==> config.mk <==
export PLATFORM = sky130hd
export DESIGN_NAME = base_relocation_parser_flat
export DESIGN_NICKNAME = d
export VERILOG_FILES = /design/src/rtl/brp_pkg.sv /design/src/rtl/brp_if.sv /design/src/rtl/base_relocation_parser.sv /design/src/flat_wrapper.sv
export SDC_FILE = /design/constraint.sdc
export NUM_CORES = 1
export LEC_CHECK = 0
export BUFFER_PORTS_ARGS = -buffer_cell sky130_fd_sc_hd__buf_2
export CORE_ASPECT_RATIO = 2
export CORE_UTILIZATION = 50
export CTS_CLUSTER_SIZE = 10
export DETAILED_ROUTE_END_ITERATION = 7
export PLACE_DENSITY = 0.69
export SLEW_MARGIN = 20
export SYNTH_ARGS = -nofsm -noshare
export SYNTH_HDL_FRONTEND = slang
export SYNTH_SLANG_ARGS = --single-unit
==> constraint.sdc <==
create_clock -name clk -period 5.5 [get_ports clk]
set_clock_uncertainty 0.1 [all_clocks]
set_input_delay 0.275 -clock clk [delete_from_list [all_inputs] [get_ports clk]]
set_output_delay 0.275 -clock clk [all_outputs]
set_load 0.1 [all_outputs]
==> src/rtl/brp_pkg.sv <==
`timescale 1ns / 1ps

package brp_pkg;

  localparam int unsigned HalfwordWidth = 16;
  localparam int unsigned AddrWidth     = 32;
  localparam int unsigned DeltaWidth    = 64;
  localparam int unsigned CfgDataWidth  = 64;
  localparam int unsigned CfgIndexWidth = 1;
  localparam int unsigned OffsetWidth   = 12;
  localparam int unsigned TypeWidth     = 4;

  localparam logic [AddrWidth-1:0] HeaderBytes = 32'd8;
  localparam logic [AddrWidth-1:0] ByteCountSat = 32'hFFFF_FFFF;
  localparam logic [AddrWidth-1:0] ByteCountHigh = 32'hFFFF_FFFD;

  typedef enum logic [TypeWidth-1:0] {
    TYPE_SKIP   = 4'd0,
    TYPE_WORD32 = 4'd3,
    TYPE_WORD64 = 4'd10
  } entry_type_t;

  typedef enum logic [1:0] {
    ST_PATCH    = 2'd0,
    ST_DONE     = 2'd1,
    ST_BAD_TYPE = 2'd2,
    ST_BAD_SIZE = 2'd3
  } status_t;

  typedef enum logic [CfgIndexWidth-1:0] {
    REG_DELTA       = 1'd0,
    REG_TABLE_BYTES = 1'd1
  } reg_index_t;

endpackage

==> src/rtl/brp_if.sv <==
`timescale 1ns / 1ps

interface brp_in_if;
  logic        valid;
  logic        ready;
  logic [15:0] halfword;

  modport source (output valid, output halfword, input ready);
  modport sink   (input valid, input halfword, output ready);
endinterface

interface brp_out_if;
  logic        valid;
  logic        ready;
  logic [1:0]  status;
  logic [31:0] patch_offset;
  logic        patch_wide;

  modport source (output valid, output status, output patch_offset, output patch_wide,
                  input ready);
  modport sink   (input valid, input status, input patch_offset, input patch_wide,
                  output ready);
endinterface

==> src/rtl/base_relocation_parser.sv <==
`timescale 1ns / 1ps

// Base relocation table parser. Halfwords of the table stream in on in_ch, one per
// transaction, and patch commands, end of table and error reports come out on out_ch
// (at most one result per halfword). Throughput is one halfword per cycle unless out_ch
// stalls a pending result: each halfword is captured in an input register, and then
// updates the parse state and loads the result register. Writing either configuration
// register restarts parsing; writes must only happen while the parser is idle. After an
// end or error status, input is drained with no results until the next configuration
// write.
module base_relocation_parser (
  input  logic                                  clk,
  input  logic                                  rst,
  input  logic                                  cfg_write,
  input  logic [brp_pkg::CfgIndexWidth-1:0]     cfg_index,
  input  logic [brp_pkg::CfgDataWidth-1:0]      cfg_data,
  brp_in_if.sink                                in_ch,
  brp_out_if.source                             out_ch
);
  import brp_pkg::*;

  // configuration
  logic [DeltaWidth-1:0] delta;
  logic [AddrWidth-1:0]  table_bytes;

  // input register
  logic                     hw_valid;
  logic [HalfwordWidth-1:0] hw;

  // parse state
  logic                 in_entries, in_entries_next;
  logic [1:0]           header_index, header_index_next;
  logic [AddrWidth-1:0] page_address, page_address_next;
  logic [AddrWidth-1:0] entry_bytes_left, entry_bytes_left_next;
  logic [AddrWidth-1:0] bytes_consumed, bytes_consumed_next;
  logic                 stopped, stopped_next;

  // result register
  logic                 res_valid;
  status_t              res_status;
  logic [AddrWidth-1:0] res_offset;
  logic                 res_wide;

  logic                 emit;
  status_t              emit_status;
  logic [AddrWidth-1:0] emit_offset;
  logic                 emit_wide;

  logic                 advance;
  logic [AddrWidth-1:0] size;
  logic [AddrWidth-1:0] bytes_counted;
  logic [AddrWidth-1:0] entry_addr;
  logic [TypeWidth-1:0] entry_type;

  assign advance     = hw_valid && (!res_valid || out_ch.ready);
  assign in_ch.ready = !hw_valid || advance;

  assign size          = {hw, entry_bytes_left[HalfwordWidth-1:0]};
  assign bytes_counted = (bytes_consumed >= ByteCountHigh) ? ByteCountSat
                                                           : bytes_consumed + 32'd2;
  assign entry_addr    = page_address + {{(AddrWidth-OffsetWidth){1'b0}}, hw[OffsetWidth-1:0]};
  assign entry_type    = hw[HalfwordWidth-1 -: TypeWidth];

  always_comb begin
    in_entries_next       = in_entries;
    header_index_next     = header_index;
    page_address_next     = page_address;
    entry_bytes_left_next = entry_bytes_left;
    bytes_consumed_next   = bytes_consumed;
    stopped_next          = stopped;
    emit                  = 1'b0;
    emit_status           = ST_PATCH;
    emit_offset           = '0;
    emit_wide             = 1'b0;

    if (!stopped) begin
      if (!in_entries) begin
        case (header_index)
          2'd0: begin
            if (delta == '0 || bytes_consumed >= table_bytes) begin
              emit         = 1'b1;
              emit_status  = ST_DONE;
              stopped_next = 1'b1;
            end else begin
              page_address_next   = {{(AddrWidth-HalfwordWidth){1'b0}}, hw};
              header_index_next   = 2'd1;
              bytes_consumed_next = bytes_counted;
            end
          end
          2'd1: begin
            page_address_next   = {hw, page_address[HalfwordWidth-1:0]};
            header_index_next   = 2'd2;
            bytes_consumed_next = bytes_counted;
          end
          2'd2: begin
            entry_bytes_left_next = {{(AddrWidth-HalfwordWidth){1'b0}}, hw};
            header_index_next     = 2'd3;
            bytes_consumed_next   = bytes_counted;
          end
          default: begin
            bytes_consumed_next = bytes_counted;
            header_index_next   = 2'd0;
            if (size == '0) begin
              emit         = 1'b1;
              emit_status  = ST_DONE;
              stopped_next = 1'b1;
            end else if (size < HeaderBytes || size[0]) begin
              emit         = 1'b1;
              emit_status  = ST_BAD_SIZE;
              stopped_next = 1'b1;
            end else begin
              entry_bytes_left_next = size - HeaderBytes;
              // a block of exactly eight bytes has no entries
              in_entries_next       = (size != HeaderBytes);
            end
          end
        endcase
      end else begin
        bytes_consumed_next   = bytes_counted;
        entry_bytes_left_next = entry_bytes_left - 32'd2;
        if (entry_bytes_left == 32'd2) begin
          in_entries_next = 1'b0;
        end
        case (entry_type)
          TYPE_SKIP: begin
          end
          TYPE_WORD32: begin
            emit        = 1'b1;
            emit_offset = entry_addr;
          end
          TYPE_WORD64: begin
            emit        = 1'b1;
            emit_offset = entry_addr;
            emit_wide   = 1'b1;
          end
          default: begin
            emit         = 1'b1;
            emit_status  = ST_BAD_TYPE;
            stopped_next = 1'b1;
          end
        endcase
      end
    end
  end

  always_ff @(posedge clk) begin
    if (rst) begin
      delta            <= '0;
      table_bytes      <= '0;
      hw_valid         <= 1'b0;
      in_entries       <= 1'b0;
      header_index     <= '0;
      page_address     <= '0;
      entry_bytes_left <= '0;
      bytes_consumed   <= '0;
      stopped          <= 1'b0;
      res_valid        <= 1'b0;
    end else begin
      if (in_ch.ready) begin
        hw_valid <= in_ch.valid;
      end

      if (advance) begin
        res_valid <= emit;
      end else if (out_ch.ready) begin
        res_valid <= 1'b0;
      end

      if (cfg_write) begin
        case (reg_index_t'(cfg_index))
          REG_DELTA:       delta       <= cfg_data[DeltaWidth-1:0];
          REG_TABLE_BYTES: table_bytes <= cfg_data[AddrWidth-1:0];
          default: begin
          end
        endcase
        in_entries       <= 1'b0;
        header_index     <= '0;
        page_address     <= '0;
        entry_bytes_left <= '0;
        bytes_consumed   <= '0;
        stopped          <= 1'b0;
      end else if (advance) begin
        in_entries       <= in_entries_next;
        header_index     <= header_index_next;
        page_address     <= page_address_next;
        entry_bytes_left <= entry_bytes_left_next;
        bytes_consumed   <= bytes_consumed_next;
        stopped          <= stopped_next;
      end
    end
  end

  always_ff @(posedge clk) begin
    if (in_ch.ready && in_ch.valid) begin
      hw <= in_ch.halfword;
    end
    if (advance) begin
      res_status <= emit_status;
      res_offset <= emit_offset;
      res_wide   <= emit_wide;
    end
  end

  assign out_ch.valid        = res_valid;
  assign out_ch.status       = res_status;
  assign out_ch.patch_offset = res_offset;
  assign out_ch.patch_wide   = res_wide;

endmodule

==> src/flat_wrapper.sv <==
// flat-port wrapper written by rule: the top's interface ports become plain ports
module base_relocation_parser_flat import brp_pkg::*;
  (clk, rst, cfg_write, cfg_index, cfg_data, in_ch_valid, in_ch_halfword, in_ch_ready, out_ch_valid, out_ch_status, out_ch_patch_offset, out_ch_patch_wide, out_ch_ready);
  brp_in_if in_ch_i ();
  brp_out_if out_ch_i ();
  input  logic clk;
  input  logic rst;
  input  logic cfg_write;
  input  logic [brp_pkg::CfgIndexWidth-1:0] cfg_index;
  input  logic [brp_pkg::CfgDataWidth-1:0] cfg_data;
  input wire logic [$bits(in_ch_i.valid)-1:0] in_ch_valid;
  input wire logic [$bits(in_ch_i.halfword)-1:0] in_ch_halfword;
  output wire logic [$bits(in_ch_i.ready)-1:0] in_ch_ready;
  output wire logic [$bits(out_ch_i.valid)-1:0] out_ch_valid;
  output wire logic [$bits(out_ch_i.status)-1:0] out_ch_status;
  output wire logic [$bits(out_ch_i.patch_offset)-1:0] out_ch_patch_offset;
  output wire logic [$bits(out_ch_i.patch_wide)-1:0] out_ch_patch_wide;
  input wire logic [$bits(out_ch_i.ready)-1:0] out_ch_ready;
  assign in_ch_i.valid = in_ch_valid;
  assign in_ch_i.halfword = in_ch_halfword;
  assign in_ch_ready = in_ch_i.ready;
  assign out_ch_valid = out_ch_i.valid;
  assign out_ch_status = out_ch_i.status;
  assign out_ch_patch_offset = out_ch_i.patch_offset;
  assign out_ch_patch_wide = out_ch_i.patch_wide;
  assign out_ch_i.ready = out_ch_ready;
  base_relocation_parser u_core (.clk(clk), .rst(rst), .cfg_write(cfg_write), .cfg_index(cfg_index), .cfg_data(cfg_data), .in_ch(in_ch_i), .out_ch(out_ch_i));
endmodule
# After elaboration in Yosys (flattened, before gate mapping)
# Cells that the tools add are included.
word_totals:
  reg_bits: 249
  input_bits: 86
  word_cells: 105
op_classes:
  addsub: 4
  magnitude_cmp: 3
  n_eq_ne: 11
  muxes: 36
  n_bitwise: 6
  n_reduce_logical: 30
ops:
  columns: ["operator", "n"]
  rows:
  - ["32-bit two-way mux", 8]
  - ["32-bit case mux with 2 select lines", 2]
  - ["64-bit zero test", 1]
  - ["32-bit by 12-bit adder with 32-bit output", 1]
  - ["32-bit by 2-bit adder with 32-bit output, second input constant", 1]
  - ["32-bit by 2-bit == test with 1-bit output, second input constant", 1]
  - ["32-bit >= comparator", 1]
  - ["32-bit >= comparator, second input constant", 1]
  - ["32-bit zero test", 1]
  - ["32-bit by 4-bit < comparator with 1-bit output, second input constant", 1]
  - ["32-bit by 4-bit inequality test with 1-bit output, second input constant", 1]
  - ["32-bit by 2-bit subtractor with 32-bit output, second input constant", 1]
  - ["32-bit by 4-bit subtractor with 32-bit output, second input constant", 1]
  - ["1-bit two-way mux", 18]
  - ["2-bit two-way mux", 5]
  - ["5-bit AND reduction", 2]
  - ["2-bit OR reduction", 5]
  - ["3-bit by 2-bit inequality test with 1-bit output, second input constant", 3]
  - ["3-bit OR reduction", 3]
  - ["1-bit inverter", 6]
  - ["2-bit case mux with 3 select lines", 1]
  - ["2-bit AND reduction", 3]
  - ["6-bit AND reduction", 1]
  - ["4-bit by 2-bit == test with 1-bit output, second input constant", 1]
  - ["15 further kinds", 21]

# Logic depth before layout (Yosys ltp)
# Gate-level depths: netlist of run 1.
logic_depth:
  depth_word: 8
  depth_mapped: 12

# Worst setup path before layout of run 1
# No wires, ideal clock.
synth_path:
  path_kind: "reg2reg"
  from: "register u_core.res_valid, in the netlist u_core.out_ch.valid"
  to: "register u_core.hw[0] (enable)"
  setup_ns: 0.320
  t_arrival_ns: 2.434
  slack_ns: 2.646
  path_stages_with_launch: 4
  path_buffers: 0
  path_cell_list: "dfxtp_1 -> nor2b_1 -> nand2_1 -> and2_1"
synth_between:
  elab_chain_cells: 5
synth_rtl:
  columns: ["item", "line", "source"]
  rows:
  - ["start, declared", "base_relocation_parser.sv:39", "logic res_valid;"]
  - ["start signal, assigned", "base_relocation_parser.sv:164", "res_valid <= emit;"]
  - ["1-bit zero test", "base_relocation_parser.sv:55", "assign advance = hw_valid && (!res_valid || out_ch.ready);"]
  - ["1-bit logical OR", "base_relocation_parser.sv:55", null]
  - ["1-bit logical AND", "base_relocation_parser.sv:55", null]
  - ["1-bit logical OR", "base_relocation_parser.sv:56", "assign in_ch.ready = !hw_valid || advance;"]
  - ["via in_ch_ready", "flat_wrapper.sv:13", "output wire logic [$bits(in_ch_i.ready)-1:0] in_ch_ready;"]
  - ["1-bit logical AND", "base_relocation_parser.sv:194", "if (in_ch.ready && in_ch.valid) begin"]
  - ["end signal, assigned", "base_relocation_parser.sv:195", "hw <= in_ch.halfword;"]
  - ["end, declared", "base_relocation_parser.sv:28", "logic [HalfwordWidth-1:0] hw;"]
# The timed path passes the listed nets, and every way through them passes these cells.
# A chain may end at the register's enable or synchronous reset.

# Final worst setup path of run 1
layout_path:
  from: "register u_core.hw[0]"
  to: "register u_core.res_offset[24], in the netlist u_core.out_ch.patch_offset[24] (data pin)"
layout_between:
  elab_chain_cells: 1
layout_rtl:
  columns: ["item", "line", "source"]
  rows:
  - ["32-bit by 12-bit adder with 32-bit output", "base_relocation_parser.sv:61", "assign entry_addr = page_address + {{(AddrWidth-OffsetWidth){1'b0}}, hw[OffsetWidth-1:0]};"]
  - ["end signal, assigned", "base_relocation_parser.sv:199", "res_offset <= emit_offset;"]
  - ["end, declared", "base_relocation_parser.sv:41", "logic [AddrWidth-1:0] res_offset;"]
# Every way passes these cells.

==> impl_metrics.py, run 1 <==
metrics = {
    "global_route": {
        "antenna_found_initial": 1,
        "grt.total_usage_pct": 27.05,
        "grt_pass1_wl_um": 54080,
        "top_usage_layer": "met2",
        "grt_util_met1_pct": 24.18,
        "grt_start_max_net_pins": 102,
        "grt_util_met2_pct": 53.02,
        "grt_pass1_vias": 11215,
        "groute.layer.met3.usage_pct": 3.626,
        "grt_overflow": 0,
    },
    "critical_path": {
        "crit_path_max_fanout": 10,
        "timing.critical_path.required_ps": 5660,
        "crit_path_max_incr_delay_ps": 750,
        "cp_top_family": "compound AO/OA/AOI/OAI gates",
        "worst-path-buf-inv": 1,
        "worst_ep_arrival_time_ps": 3760,
        "crit_path_frequent_cell": "sky130_fd_sc_hd__nor2b_1",
        "cp_cell_sequence": "ha_1 -> inv_1 -> fa_1 -> nor2b_1 -> o31a_1 -> o21ba_2 -> a41oi_1 -> a21oi_1 -> nand3_1 -> xnor2_1 -> nor2b_1",
        "startpoint_type": "flip-flop",
        "worstSetupEndpointType": "flip-flop",
        "critPathSlowestCell": "sky130_fd_sc_hd__a21oi_1",
        "criticalPathCategory": "reg2reg",
    },
    "clock_network": {
        "cts_made_buffers": 28,
        "cts.path.max_buffers": 3,
        "h-tree-depth": 1,
        "tritoncts": "yes",
        "cts-resized-gates": 0,
        "post_cts_hold_fix_bufs": 81,
        "cts.sinks": 249,
        "clock_insertion_delay_worst_skew_ps": 560,
        "cts_root_buffer": "sky130_fd_sc_hd__clkbuf_16",
        "postCtsSetupRepairBufs": 0,
        "clk_transition_reported_paths_ps": 60,
    },
    "drt": {
        "wire_per_inst_um": 17.55,
        "route.detailed.drc": 0,
        "detailedRoute.firstIterationViolations": 556,
        "aggregate_routed_wire_length_um": 34100,
        "routed_via_density": 5.847,
        "num_vias": 11360,
        "firstDrtPassIters": 5,
        "route.antenna.remaining_nets": 0,
    },
    "run": {
        "cap_viol_max_count": 0,
    },
    "power_and_ir_drop": {
        "p_seq_share_pct": 48.9,
        "post-layout-total-power_mw": 4.013,
        "power_per_cell_area_mw_per_mm2": 274.1,
        "power_report.internal_total_mw": 2.993,
        "clockPowerShare_pct": 40.4,
        "vdd_ir_drop_max_uv": 277.1,
        "sw_frac_of_total_pct": 25.41,
        "switchingPower_mw": 1.020,
        "share_comb_of_total_power_pct": 10.7,
        "power.leakage_nw": 5.618,
    },
    "synth": {
        "synth_top_cell_area_share_pct": 32.16,
        "asyncSetResetFlopFracSynth_pct": 0,
        "syn_area_per_cell_um2": 8.322,
        "yosysMostFrequentCell": "sky130_fd_sc_hd__nand2_1",
        "ys_dominant_reg_cell": "sky130_fd_sc_hd__dfxtp_1",
        "netlist_top_cells_area": "sky130_fd_sc_hd__dfxtp_1, sky130_fd_sc_hd__edfxtp_1, sky130_fd_sc_hd__a21oi_1, sky130_fd_sc_hd__nand2_1, sky130_fd_sc_hd__ha_1",
        "syn_area_mm2": 0.01233,
        "synth_top_cells_by_count": "sky130_fd_sc_hd__nand2_1, sky130_fd_sc_hd__a21oi_1, sky130_fd_sc_hd__dfxtp_1",
        "postSynthNetCount": 1621,
        "yosysWarnings": 0,
        "netlist_instances": 1481,
        "yosys.area.top_type": "sky130_fd_sc_hd__dfxtp_1",
        "yosysSeqAreaShare_pct": 44.58,
        "count_of_cell_types_in_the_netlist": 68,
        "synth_seq_cells": 249,
        "synth_enable_flop_cells": 51,
    },
    "sta": {
        "relSlewSlack_pct": 29.94,
        "setup-violations-final": 0,
        "final-max-slew-violation-count": 0,
        "timing_hold_violations_final": 0,
        "rsz0062_at_grt": "false",
        "final_period_minus_worst_setup_slack_ps": 3606,
        "final_min_period_over_clock_period_pct": 65.57,
        "worst_slew_pin_slew_ps": 1049,
        "fmax_mhz": 277.3,
        "totalNegativeSetupSlack_ps": 0,
    },
    "cells_and_area": {
        "finalNonFillerCells": 1943,
        "utilization_pct": 60.20,
        "synthToLayoutAreaGrowth_pct": 18.80,
        "num-nets-final": 1783,
        "final_instance_area_mm2": 0.01464,
        "post_route_cells_drive_above_1_share_pct": 11.62,
    },
    "placement": {
        "placed_cell_area_mm2": 0.01306,
        "numPortBuffers": 122,
        "gp_routability_congestion": 1.018,
        "detailed_placer_s_ending_hpwl_um": 23870,
        "place_inst": 1821,
    },
    "worst_hold_path": {
        "hold_class": "in2reg",
    },
    "floorplan": {
        "die_x_um": 113.0,
        "die_h_um": 224.0,
        "initial_core_util_pct": 50.67,
        "core-area_mm2": 0.02432,
        "std_cell_rows": 81,
        "top_level_ports": 123,
        "design.die.area_mm2": 0.02532,
    },
    "status": {
        "status": "complete, no violations",
    },
}
logic make-up after synthesis:
logic type               synth area share, %
buffers and inverters                  4.304
AO/OA/AOI/OAI                          18.72
XOR/XNOR                               2.487
adder cells (fa/ha/maj)                5.543
multiplexers                          0.5278
AND/OR/NAND/NOR                        23.84
flip-flops                             44.58
flip-flops by register name, indices dropped and copies added (netlist names), 2 cells and up:
signal	flops
u_core.out_ch.patch_offset	32
u_core.hw	16
u_core.header_index	2
u_core.delta	64
u_core.page_address	32
u_core.table_bytes	32
u_core.entry_bytes_left	32
u_core.out_ch.status	2
u_core.bytes_consumed	32
power by group through the flow:
stage               registers (mW)  clock network, mW  logic (mW)
CTS                           1.96               1.65       0.423
detailed placement            2.00                  0       0.378
finish                        1.96               1.62       0.428
global route                  1.97               1.71       0.465
floorplan                     2.04                  0       0.217
global placement              2.00                  0       0.373
layout make-up:
class                   count  area, um2
repair buffers            216       1525
inverters                  49      183.9
clock buffers              38      738.2
flip-flops and latches    249       5495
fillers                  2150       9681
multi-input cells        1099       6319
clock inverters             1      16.27
diodes                      1      2.502
well taps                 290      362.8
metrics by stage:
stage / setup WS [ps] / hold WS (ps)
after floorplan: 2646 / 273.9
after global placement: 2018 / 342.5
after global routing: 1690 / 72.36
after detailed placement: 1886 / 347.0
final: 1894 / 43.77
after CTS: 1852 / 36.22
cell usage in the layout, fill, tap and decap left out, types with 11 or more instances in the layout:
master / synthesis / final
sky130_fd_sc_hd__clkbuf_16: 0 / 28
sky130_fd_sc_hd__nand2b_1: 23 / 22
sky130_fd_sc_hd__dfxtp_1: 198 / 198
sky130_fd_sc_hd__nand3_1: 25 / 25
sky130_fd_sc_hd__nand2_1: 273 / 273
sky130_fd_sc_hd__ha_1: 53 / 53
sky130_fd_sc_hd__a22o_1: 17 / 17
sky130_fd_sc_hd__buf_2: 10 / 121
sky130_fd_sc_hd__nand3b_1: 18 / 18
sky130_fd_sc_hd__xnor2_1: 11 / 11
sky130_fd_sc_hd__a21oi_1: 209 / 209
sky130_fd_sc_hd__xor2_1: 24 / 24
sky130_fd_sc_hd__or3_1: 12 / 12
sky130_fd_sc_hd__nor4_1: 24 / 24
sky130_fd_sc_hd__o21ai_1: 13 / 12
sky130_fd_sc_hd__nor3_1: 41 / 40
sky130_fd_sc_hd__buf_4: 3 / 13
sky130_fd_sc_hd__and3_1: 19 / 19
sky130_fd_sc_hd__inv_1: 49 / 49
sky130_fd_sc_hd__nor2_1: 110 / 110
sky130_fd_sc_hd__nand4_1: 15 / 15
sky130_fd_sc_hd__a211oi_1: 24 / 24
sky130_fd_sc_hd__o21ai_0: 38 / 38
sky130_fd_sc_hd__dlygate4sd3_1: 0 / 81
sky130_fd_sc_hd__edfxtp_1: 51 / 51
sky130_fd_sc_hd__nor2b_1: 12 / 11
sky130_fd_sc_hd__a22oi_1: 14 / 14
worst paths after layout:
kind,slack [ps],depth (start not counted),from,end
max,1890,11,u_core.hw[0],u_core.out_ch.patch_offset[24]
min,40,4,cfg_index,u_core.delta[1]
max reg2reg,1890,11,u_core.hw[0],u_core.out_ch.patch_offset[24]
min reg2reg,350,2,u_core.table_bytes[6],u_core.table_bytes[6]
worst min-delay path, stage by stage:
cell and delay [ps]:
sky130_fd_sc_hd__buf_2 130, sky130_fd_sc_hd__nor2b_4 100, sky130_fd_sc_hd__nand2_1 80, sky130_fd_sc_hd__a21oi_1 50
layer usage:
metal  up-vias  part of all wire (%)
li1       5573                     -
met5         -                     0
met3       147                   4.2
met1      5286                    34
met4         0                   8.1
met2       354                    54
(Power assumes the default switching activity.)
==> run 2, diff against run 1 <==
--- a/config.mk
+++ b/config.mk
@@ -10,7 +10,7 @@
 export CORE_UTILIZATION = 50
 export CTS_CLUSTER_SIZE = 10
 export DETAILED_ROUTE_END_ITERATION = 7
-export PLACE_DENSITY = 0.69
+export PLACE_DENSITY = 0.72
 export SLEW_MARGIN = 20
 export SYNTH_ARGS = -nofsm -noshare
 export SYNTH_HDL_FRONTEND = slang
==> constraint.sdc (replaced) <==
create_clock -name clk -period 3.25 [get_ports clk]
set_clock_uncertainty 0.1 [all_clocks]
set_input_delay 0.1625 -clock clk [delete_from_list [all_inputs] [get_ports clk]]
set_output_delay 0.1625 -clock clk [all_outputs]
set_load 0.1 [all_outputs]
==> run 2 against run 1 <==
Effect of this change: first-iteration DRC count is 14% lower; die area unchanged; hold slack better by 8.8 ps; combinational power increased by 83%; maximum frequency increased by 18%; critical path type unchanged; critical endpoint is now u_core.bytes_consumed[15].
==> impl_metrics.py, run 2 (synthesis gave the netlist of run 1 again) <==
metrics = {
    "status": {
        "status": "complete, no violations",
    },
    "clock_network": {
        "cts.path.max_buffers": 3,
        "tritoncts": "yes",
        "cts.sinks": 249,
        "cts_root_buffer": "sky130_fd_sc_hd__clkbuf_16",
        "h-tree-depth": 1,
        "cts_made_buffers": 28,
        "clock_insertion_delay_worst_skew_ps": 560,
        "clk_transition_reported_paths_ps": 60,
    },
    "floorplan": {
        "core-area_mm2": 0.02432,
        "top_level_ports": 123,
        "initial_core_util_pct": 50.67,
        "design.die.area_mm2": 0.02532,
        "die_h_um": 224.0,
        "std_cell_rows": 81,
        "die_x_um": 113.0,
    },
    "sta": {
        "timing_hold_violations_final": 0,
        "totalNegativeSetupSlack_ps": 0,
        "final-max-slew-violation-count": 0,
        "setup_ws_ps": 199.8,
        "fmax_mhz": 327.8,
        "rsz0062_at_grt": "false",
        "setup-violations-final": 0,
        "final_period_minus_worst_setup_slack_ps": 3050,
        "final_min_period_over_clock_period_pct": 93.85,
        "relSlewSlack_pct": 33.67,
        "worst_slew_pin_slew_ps": 995.0,
    },
    "placement": {
        "gp_routability_congestion": 0.9798,
        "place_inst": 1866,
        "pre_cts_slack_ps": 104.5,
        "placed_cell_area_mm2": 0.01341,
        "numPortBuffers": 122,
        "detailed_placer_s_ending_hpwl_um": 24370,
    },
    "critical_path": {
        "r2r_setup_slack_ps": 200,
        "worstSetupEndpointType": "flip-flop",
        "worst_ep_arrival_time_ps": 3390,
        "timing.critical_path.required_ps": 3590,
        "criticalPathCategory": "reg2reg",
        "crit_path_max_fanout": 43,
        "startpoint_type": "flip-flop",
    },
    "cells_and_area": {
        "final_instance_area_mm2": 0.01510,
        "num-nets-final": 1838,
        "synthToLayoutAreaGrowth_pct": 22.52,
        "insertedDiodeCount": 0,
        "most_frequent_standard_cell_in_the_layout_excluding_fill_and_tap_cells": "sky130_fd_sc_hd__nand2_1",
        "largest-register": "u_core.delta",
        "post_route_cells_drive_above_1_share_pct": 13.93,
        "mostFrequentLayoutCells": "sky130_fd_sc_hd__nand2_1, sky130_fd_sc_hd__a21oi_1, sky130_fd_sc_hd__dfxtp_1, sky130_fd_sc_hd__buf_2, sky130_fd_sc_hd__nor2_1",
        "largest_reg_flops": 64,
        "finalNonFillerCells": 1999,
    },
    "global_route": {
        "antenna_found_initial": 0,
        "grt_overflow": 0,
        "grt_pass1_wl_um": 55300,
        "grt_start_max_net_pins": 101,
        "grt.total_usage_pct": 27.55,
        "grt_pass1_vias": 11660,
    },
    "worst_hold_path": {
        "hold_class": "in2reg",
    },
    "power_and_ir_drop": {
        "power_per_cell_area_mw_per_mm2": 455.4,
        "post-layout-total-power_mw": 6.877,
        "power.leakage_nw": 5.876,
        "vdd_ir_drop_max_uv": 425.2,
    },
    "drt": {
        "aggregate_routed_wire_length_um": 34720,
        "route.antenna.remaining_nets": 0,
        "num_vias": 11760,
        "route.detailed.drc": 0,
        "wire_per_inst_um": 17.37,
        "routed_via_density": 5.883,
        "firstDrtPassIters": 5,
        "detailedRoute.firstIterationViolations": 478,
    },
    "run": {
        "cap_viol_max_count": 0,
    },
}
[run 2: stage by stage]
| stage | hold slack, ps | utilization, % |
|---|---|---|
| 2_1_floorplan | 161.4 | - |
| 3_3_place_gp | 239.0 | 55.12 |
| 3_5_place_dp | 241.7 | 55.12 |
| 4_1_cts | 30.46 | 62.03 |
| 5_1_grt | 63.14 | 62.08 |
| 6_report | 52.56 | 62.08 |
[run 2: layout make-up]
class / instances / area (um2)
fill: 2067 / 9223
multi-input combinational: 1099 / 6319
sequential: 249 / 5495
timing repair buffer: 271 / 1969
clock buffer: 41 / 770.7
tap: 290 / 362.8
inverter: 49 / 183.9
[run 2: timing repair]
item	CTS	global route
hold buffers	91	0
setup buffers	0	1
hold endpoints to repair	116	0
resized for setup	0	1
setup endpoints to repair	0	6
[run 2: routing by layer]
metal  track usage [%]  vias to the layer above  part of all wire (%)
li1                  -                     5694                     -
met1             24.51                     5445                    33
met2             53.14                      455                    53
met3             3.166                      166                   4.4
met4             24.19                        0                   8.9
met5                 0                        -                     0
[run 2: where the power goes]
part	internal (mW)	leakage [nW]	switching, mW
logic	0.301	3.39	0.484
clock network	1.61	0.372	1.19
registers	3.24	2.11	0.0573
[run 2: worst max-delay path, cell delays in order (launching register included)]
cell	delay [ps]
sky130_fd_sc_hd__dfxtp_1	360
sky130_fd_sc_hd__ha_1	310
sky130_fd_sc_hd__nand4_1	150
sky130_fd_sc_hd__nor4_1	480
sky130_fd_sc_hd__inv_1	80
sky130_fd_sc_hd__o311a_1	430
sky130_fd_sc_hd__o31a_1	300
sky130_fd_sc_hd__buf_12	190
sky130_fd_sc_hd__and3_1	220
sky130_fd_sc_hd__a311oi_1	310
[run 2: worst paths after layout]
path                             startpoint                         to  depth (start not counted)
setup / recovery  u_core.bytes_consumed[29]  u_core.bytes_consumed[15]                          9
hold / removal                    cfg_write            u_core.delta[1]                          4
setup reg to reg  u_core.bytes_consumed[29]  u_core.bytes_consumed[15]                          9
hold reg to reg       u_core.table_bytes[9]      u_core.table_bytes[9]                          2
==> run 3, diff against run 2 <==
--- a/config.mk
+++ b/config.mk
@@ -5,11 +5,13 @@
 export SDC_FILE = /design/constraint.sdc
 export NUM_CORES = 1
 export LEC_CHECK = 0
-export BUFFER_PORTS_ARGS = -buffer_cell sky130_fd_sc_hd__buf_2
+export BUFFER_PORTS_ARGS = -buffer_cell sky130_fd_sc_hd__buf_4
 export CORE_ASPECT_RATIO = 2
 export CORE_UTILIZATION = 50
 export CTS_CLUSTER_SIZE = 10
 export DETAILED_ROUTE_END_ITERATION = 7
+export GPL_ROUTABILITY_DRIVEN = 1
+export GPL_TIMING_DRIVEN = 0
 export PLACE_DENSITY = 0.72
 export SLEW_MARGIN = 20
 export SYNTH_ARGS = -nofsm -noshare
==> run 3 against run 2 <==
Effect of this change: final cell count rose by 1.2%; highest routed layer unchanged; sequential share of layout area fell by 0.58 points; first-iteration DRC count rose by 29%; critical endpoint is now u_core.bytes_consumed[14].
==> impl_metrics.py, run 3 (synthesis gave the netlist of run 1 again) <==
metrics = {
    "sta": {
        "worst_slew_pin_slew_ps": 876.1,
        "hold_slack_ps": 45.89,
        "final-max-slew-violation-count": 0,
        "timing_hold_violations_final": 0,
        "final_min_period_over_clock_period_pct": 97.00,
        "relSlewSlack_pct": 41.60,
        "fmax_mhz": 317.2,
        "totalNegativeSetupSlack_ps": 0,
        "setup-violations-final": 0,
        "final_period_minus_worst_setup_slack_ps": 3152,
    },
    "floorplan": {
        "top_level_ports": 123,
        "std_cell_rows": 81,
        "initial_core_util_pct": 50.67,
        "core-area_mm2": 0.02432,
        "die_x_um": 113.0,
        "die_h_um": 224.0,
        "design.die.area_mm2": 0.02532,
    },
    "placement": {
        "detailed_placer_s_ending_hpwl_um": 28090,
        "numPortBuffers": 122,
        "gp_routability_congestion": 0.9931,
        "place_inst": 1893,
    },
    "cells_and_area": {
        "most_frequent_standard_cell_in_the_layout_excluding_fill_and_tap_cells": "sky130_fd_sc_hd__nand2_1",
        "mostFrequentLayoutCells": "sky130_fd_sc_hd__nand2_1, sky130_fd_sc_hd__a21oi_1, sky130_fd_sc_hd__dfxtp_1, sky130_fd_sc_hd__buf_4, sky130_fd_sc_hd__nor2_1",
        "post_route_cells_drive_above_1_share_pct": 12.06,
        "insertedDiodeCount": 0,
        "fillers": 2091,
        "num-nets-final": 1864,
        "largest-register": "u_core.delta",
        "synthToLayoutAreaGrowth_pct": 24.51,
        "finalNonFillerCells": 2023,
        "largest_reg_flops": 64,
    },
    "critical_path": {
        "criticalPathCategory": "reg2reg",
        "worstSetupEndpointType": "flip-flop",
        "startpoint_type": "flip-flop",
        "timing.critical_path.required_ps": 3590,
        "r2r_setup_slack_ps": 100,
        "crit_path_max_fanout": 10,
        "worst_ep_arrival_time_ps": 3500,
    },
    "worst_hold_path": {
        "hold_class": "in2reg",
    },
    "drt": {
        "wire_per_inst_um": 18.97,
        "num_vias": 11843,
        "route.antenna.remaining_nets": 0,
        "detailedRoute.firstIterationViolations": 619,
        "routed_via_density": 5.854,
        "route.detailed.drc": 0,
        "aggregate_routed_wire_length_um": 38370,
        "firstDrtPassIters": 5,
    },
    "clock_network": {
        "clk_transition_reported_paths_ps": 60,
        "cts_root_buffer": "sky130_fd_sc_hd__clkbuf_16",
        "h-tree-depth": 1,
        "cts_made_buffers": 28,
        "tritoncts": "yes",
        "cts.path.max_buffers": 3,
        "clock_insertion_delay_worst_skew_ps": 550,
        "cts.sinks": 249,
    },
    "power_and_ir_drop": {
        "power_per_cell_area_mw_per_mm2": 452.8,
        "power.leakage_nw": 5.880,
        "vdd_ir_drop_max_uv": 411.2,
    },
    "global_route": {
        "top_usage_layer": "met2",
        "grt_overflow": 0,
        "grt.total_usage_pct": 30.54,
        "grt_util_met1_pct": 25.22,
        "grt_util_met2_pct": 60.58,
        "grt_pass1_wl_um": 59940,
        "grt_pass1_vias": 12047,
        "grt_start_max_net_pins": 36,
        "groute.layer.met3.usage_pct": 4.140,
        "antenna_found_initial": 0,
    },
    "run": {
        "cap_viol_max_count": 0,
    },
    "status": {
        "status": "complete, no violations",
    },
}
[run 3: changes by cell type in the layout (fill, tap and decap cells not counted), sizes merged]
| cell | before | now |
|---|---|---|
| clkbuf | 41 | 101 |
| buf | 180 | 148 |
| dlygate4sd3 | 91 | 87 |
[run 3: path summary, 6_finish.rpt]
kind | cells past startpoint | startpoint | to
worst min-delay path | 4 | cfg_write | u_core.bytes_consumed[1]
worst min register to register | 2 | u_core.table_bytes[22] | u_core.table_bytes[22]
worst max register to register | 10 | u_core.bytes_consumed[31] | u_core.bytes_consumed[14]
worst max-delay path | 10 | u_core.bytes_consumed[31] | u_core.bytes_consumed[14]
[run 3: final cells by class]
type	instances	area [um2]	area share [%]
Clock buffer	39	763.2	4.973
Inverter	49	183.9	1.199
Sequential cell	249	5495	35.81
Timing Repair Buffer	215	1832	11.94
Buffer	82	346.6	2.258
Multi-Input combinational cell	1099	6362	41.46
Tap cell	290	362.8	2.364
[run 3: worst max-delay path, stage by stage (launching register included)]
cell and delay (ps):
sky130_fd_sc_hd__dfxtp_1 370, sky130_fd_sc_hd__ha_1 350, sky130_fd_sc_hd__nand4_1 180, sky130_fd_sc_hd__nor4_1 400
sky130_fd_sc_hd__inv_1 70, sky130_fd_sc_hd__o311a_1 430, sky130_fd_sc_hd__o31a_1 320, sky130_fd_sc_hd__buf_4 160
sky130_fd_sc_hd__and2_4 150, sky130_fd_sc_hd__buf_2 190, sky130_fd_sc_hd__a311oi_1 310
[run 3: timing repair]
item / in CTS / in global routing
hold endpoints to repair: 117 / 0
hold buffers: 87 / 0
cloned: 0 / 0
gates resized for setup: 5 / 14
endpoints found under the setup margin: 14 / 65
setup buffers: 0 / 6
[run 3: report_power, final]
group / internal, mW / leakage (nW) / switching [mW]
clock: 1.60 / 0.369 / 1.21
sequential: 3.24 / 2.11 / 0.0698
combinational: 0.323 / 3.40 / 0.505
total: 5.16 / 5.88 / 1.79
[run 3: layer usage]
| metal | wire, um | vias up |
|---|---|---|
| met5 | 0 | - |
| met4 | 3628 | 0 |
| met3 | 1844 | 197 |
| met2 | 20910 | 462 |
| met1 | 11990 | 5465 |
| li1 | - | 5719 |
[run 3: through the flow]
stage | total power [mW] | utilization [%] | setup WS (ps) | area (um2)
detailed placement | 4.091 | 55.93 | -360.3 | 13600
CTS | 6.944 | 62.74 | 2.784 | 15260
global placement | 4.077 | 55.93 | -338.5 | 13600
floorplan | 3.812 | - | 395.7 | 12330
global route | 7.163 | 63.09 | -11.78 | 15350
finish | 6.949 | 63.09 | 97.63 | 15350
